[config.mk]
export PLATFORM = sky130hd
export DESIGN_NAME = fnvpm_cell
export DESIGN_NICKNAME = d
export VERILOG_FILES = /design/src/sv/fnvpm_pkg.sv /design/src/sv/fnvpm_cell.sv
export SDC_FILE = /design/constraint.sdc
export NUM_CORES = 2
export LEC_CHECK = 0
export CAP_MARGIN = 10
export CELL_PAD_IN_SITES_DETAIL_PLACEMENT = 0
export CELL_PAD_IN_SITES_GLOBAL_PLACEMENT = 1
export CORE_AREA = 2 2 340 342
export CTS_CLUSTER_DIAMETER = 50
export DETAILED_ROUTE_END_ITERATION = 8
export DIE_AREA = 0 0 342 344
export DONT_BUFFER_PORTS = 1
export GPL_ROUTABILITY_DRIVEN = 0
export PLACE_DENSITY = 0.55
export REMOVE_ABC_BUFFERS = 1
export SYNTH_ARGS = -nofsm -noshare
export SYNTH_HDL_FRONTEND = slang
export SYNTH_SLANG_ARGS = --single-unit
[constraint.sdc]
create_clock -name clk_i -period 16.25 [get_ports clk_i]
set_clock_uncertainty 0.2 [all_clocks]
set_input_delay 3.25 -clock clk_i [delete_from_list [all_inputs] [get_ports clk_i]]
set_output_delay 3.25 -clock clk_i [all_outputs]
set_load 0.02 [all_outputs]
[src/sv/fnvpm_pkg.sv]
`default_nettype none

package fnvpm_pkg;

  localparam int unsigned HashW       = 64;
  localparam int unsigned ValueW      = 32;
  localparam int unsigned ByteW       = 8;
  localparam int unsigned NarrowBytes = 2 * (ValueW / ByteW);
  // wide hash: four zero bytes, first value, four zero bytes, second value
  // (the leading four zero bytes are folded into the seed)
  localparam int unsigned NumCells    = 3 * (ValueW / ByteW);
  localparam int unsigned ShiftW      = NumCells * ByteW;

  localparam logic [HashW-1:0] FnvBasis    = 64'hCBF2_9CE4_8422_2325;
  // prime is 2^40 + 0x1B3
  localparam int unsigned      PrimeShift  = 40;
  localparam logic [8:0]       PrimeLow    = 9'h1B3;

  localparam logic [NumCells-1:0] NarrowMask =
    {{NarrowBytes{1'b1}}, {(NumCells - NarrowBytes){1'b0}}};

  typedef struct packed {
    logic [HashW-1:0]    acc_wide;
    logic [HashW-1:0]    acc_narrow;
    logic [ShiftW-1:0]   wide_sh;
    logic [ShiftW-1:0]   narrow_sh;
    logic [NumCells-1:0] narrow_en;
  } stage_t;

  function automatic logic [HashW-1:0] fnv_mix(input logic [HashW-1:0] acc,
                                               input logic [ByteW-1:0] octet);
    logic [HashW-1:0] x;
    x = acc ^ {{(HashW - ByteW){1'b0}}, octet};
    return (x << PrimeShift) + (x * {{(HashW - 9){1'b0}}, PrimeLow});
  endfunction

  function automatic logic [HashW-1:0] fnv_zero_seed();
    logic [HashW-1:0] h;
    h = FnvBasis;
    for (int i = 0; i < int'(ValueW / ByteW); i++) begin
      h = fnv_mix(h, '0);
    end
    return h;
  endfunction

  localparam logic [HashW-1:0] FnvWideSeed = fnv_zero_seed();

  localparam logic [3:0] AddrTarget = 4'h0;

endpackage

`default_nettype wire

[src/sv/fnvpm_cell.sv]
`default_nettype none

module fnvpm_cell
  import fnvpm_pkg::*;
(
  input  wire logic   clk_i,
  input  wire logic   rst_ni,
  input  wire logic   in_valid_i,
  output logic        in_ready_o,
  input  wire stage_t in_data_i,
  output logic        out_valid_o,
  input  wire logic   out_ready_i,
  output stage_t      out_data_o
);

  logic   valid_q;
  stage_t data_q;
  stage_t data_d;

  always_comb begin
    data_d            = in_data_i;
    data_d.acc_wide   = fnv_mix(in_data_i.acc_wide, in_data_i.wide_sh[ShiftW-1 -: ByteW]);
    if (in_data_i.narrow_en[NumCells-1]) begin
      data_d.acc_narrow = fnv_mix(in_data_i.acc_narrow,
                                  in_data_i.narrow_sh[ShiftW-1 -: ByteW]);
    end
    data_d.wide_sh    = in_data_i.wide_sh << ByteW;
    data_d.narrow_sh  = in_data_i.narrow_sh << ByteW;
    data_d.narrow_en  = in_data_i.narrow_en << 1;
  end

  assign in_ready_o  = !valid_q || out_ready_i;
  assign out_valid_o = valid_q;
  assign out_data_o  = data_q;

  always_ff @(posedge clk_i or negedge rst_ni) begin
    if (!rst_ni) begin
      valid_q <= 1'b0;
    end else if (in_ready_o) begin
      valid_q <= in_valid_i;
    end
  end

  always_ff @(posedge clk_i) begin
    if (in_ready_o && in_valid_i) begin
      data_q <= data_d;
    end
  end

endmodule

`default_nettype wire

==> impl_metrics.py <==
metrics = {
    "outcome": {
        "outcome": "completed",
    },
    "clocking": {
        "path_clk_slew_ns": 0.06,
        "cts_tree": "done",
        "ctsRootBufferMaster": "clkbuf_16",
        "cts_buffers": 56,
        "cts.htree.levels": 2,
        "ctsResizeCount": 0,
        "cts.sinks": 316,
        "insertion_delay_ns": 0.64,
        "postCtsSetupRepairBufs": 0,
        "hold_buffers": 0,
        "clock_path_buffers": 3,
    },
    "detailed_routing": {
        "antenna_left": 0,
        "vias_per_cell": 4.58,
        "drtIter0Drc": 1095,
        "vias": 21700,
        "wl_per_cell_um": 23.6,
        "dr.pass1.iters": 5,
        "drc": 0,
        "routed_wl_um": 112000,
    },
    "hold_path": {
        "min_to": "out_valid_o",
        "hp-start": "out_valid_o",
        "hp-class": "flop to flop",
        "hold_depth": 2,
    },
    "die": {
        "rows": 124,
        "die_h_um": 344,
        "start_util_pct": 29.9,
        "die_area_sq_um": 118000,
        "fp.coreArea_sq_um": 114000,
        "die_w_um": 342,
        "num_io_pins": 670,
    },
    "global_routing": {
        "grt_max_degree": 145,
        "grt_use_total_pct": 18.7,
        "grt.overflow.total": 0,
        "grt_pass1_vias": 22900,
        "grt_pass1_wl_um": 160000,
        "antenna_found_initial": 17,
    },
    "final_layout": {
        "fin_nets": 4330,
        "syn_to_final_growth_pct": 10.6,
        "drive_gt1_share_pct": 5.75,
    },
    "worst_setup_path": {
        "crit_slowest_cell": "xnor2_1",
        "crit_arrival_ns": 9.18,
        "cpLargestDelayFamily": "adder cells",
        "crit_path_start_kind": "input port",
        "reg2reg_slack_ns": 12.29,
        "worstSetupPathType": "input port to flop",
        "cp.required_ns": 16.45,
        "cp-end-kind": "flop",
        "crit_chain": "xnor2_1, inv_1, ha_1, xor2_1, ha_1, or2_2, fa_1, fa_1, ha_1, ha_1, a2111oi_2, a211o_1, a31o_2, o211ai_2, a211oi_1, o21ai_1, a21oi_1, xnor2_1, mux2_2",
        "cp.depth": 19,
        "slowest_delay_ns": 0.59,
        "reg2reg_to": "out_data_o[229]",
        "cp_common_cell": "ha_1",
        "critPathMaxFanout": 7,
        "reg2reg_from": "out_valid_o",
        "cp.buffers_inverters": 1,
        "reg2regPathDepth": 4,
    },
    "synthesis": {
        "synth_common_cells": "904 x inv_1, 458 x fa_1, 364 x ha_1",
        "synth_cell_types": 82,
        "synth_compound_area_share_pct": 9.01,
        "synthMuxAreaShare_pct": 1.42,
        "async_flop_share_pct": 0.316,
        "synth.area.top_cells": "edfxtp_1 28%, fa_1 27%, ha_1 13%",
        "synth_top_family_by_area": "adder cells",
        "synth-seq-cells": 316,
        "synth_edf_count": 315,
        "synth_warnings": 0,
        "yosysSeqAreaShare_pct": 27.9,
        "synth_flop_cell": "edfxtp_1",
        "syn_avg_cell_area_sq_um": 10.8,
        "synth-xor-area-share_pct": 5.59,
        "yosysMostFrequentCell": "inv_1",
        "netlist_instances": 3162,
        "synthAdderAreaFrac_pct": 40.4,
        "synth_area_sq_um": 34000,
        "synth_top_cell_by_area": "edfxtp_1",
        "synth_top_cell_area_share_pct": 27.8,
        "yosys.area_share.simple_pct": 4.74,
    },
    "timing": {
        "fmax_mhz": 111,
        "finalHoldViolations": 0,
        "fin_tns_setup_ns": 0,
        "setup_viol": 0,
        "drv_slew": 0,
        "relSlewSlack_pct": 31.7,
        "fin_crit_sh_pct": 55.2,
        "period_needed_ns": 8.98,
        "max_slew.worst_pin.slew_ns": 1.01,
        "rsz0062_at_grt": "false",
    },
    "placement": {
        "dp_hpwl_um": 97800,
        "io_buffers": 0,
    },
    "job": {
        "cap_violations": 0,
    },
}
cells by family after synthesis:
logic type / Yosys count
XOR/XNOR: 217
AO/OA/AOI/OAI: 457
other: 1
multiplexers: 43
flip-flops: 316
AND/OR/NAND/NOR: 335
buffers and inverters: 971
adder cells (fa/ha/maj): 822
cells in the final DEF (no fill, tap or decap), drive strengths merged, types with 18 or more instances in the layout:
cell type and n:
xor2 100, a21oi 145, o21ai 89, mux2 40
nor2b 18, a21o 72, nor2 64, ha 364
clkbuf 57, xnor2 117, nor3 21, inv 927
edfxtp 315, o21a 19, fa 458, nand3 22
o21bai 26, nand2 122, nand4 28
sequential cells by signal, indices dropped and copies added (netlist names):
name         count
out_data_o     315
out_valid_o      1
layout make-up:
type	count	area, sq um
Multi-Input combinational cell	1891	20800
Clock inverter	46	532
Tap cell	1512	1890
Clock buffer	57	1410
Timing Repair Buffer	3	35.0
Fill cell	11800	76300
Inverter	904	3390
Antenna cell	3	7.51
Sequential cell	316	9480
worst max-delay path by stage:
| stage | slack (ns) | to | start |
|---|---|---|---|
| 2_1_floorplan | 4.65 | out_data_o[100] | out_ready_i |
| 3_3_place_gp | 6.72 | out_data_o[248] | in_data_i[102] |
| 3_5_place_dp | 6.69 | out_data_o[248] | in_data_i[102] |
| 4_1_cts | 7.39 | out_data_o[248] | in_data_i[102] |
| 5_1_grt | 7.06 | out_data_o[262] | in_data_i[102] |
| 6_report | 7.27 | out_data_o[248] | in_data_i[102] |
through the flow:
stage                     cell area (sq um)  instances  hold WS, ns  util, %  worst slack [ns]
after floorplan                       33700       3111        0.583        -              4.65
after global placement                35700       4626        0.754     31.3              6.72
after detailed placement              35700       4626        0.758     31.3              6.69
after CTS                             37600       4729        0.778     33.0              7.39
after global routing                  37600       4729        0.777     33.0              7.06
final                                 37600       4732        0.758     33.0              7.27
tightest hold or removal path, cell delays in order, from the launching register on:
cell      delay [ns]
dfrtp_1         0.47
nand2b_1        0.33
nand2b_1        0.12
per-layer routing:
metal / vias to the layer above / part of all wire [%] / global-route usage, %
met5: - / 0.030 / 0
met4: 4 / 2.7 / 4.84
met3: 124 / 9.7 / 6.91
met2: 679 / 45 / 29.2
met1: 10800 / 43 / 24.6
li1: 10100 / - / -
Power is not shown: default switching activity piles up to over one toggle a cycle in this logic, so the estimate is an artifact.
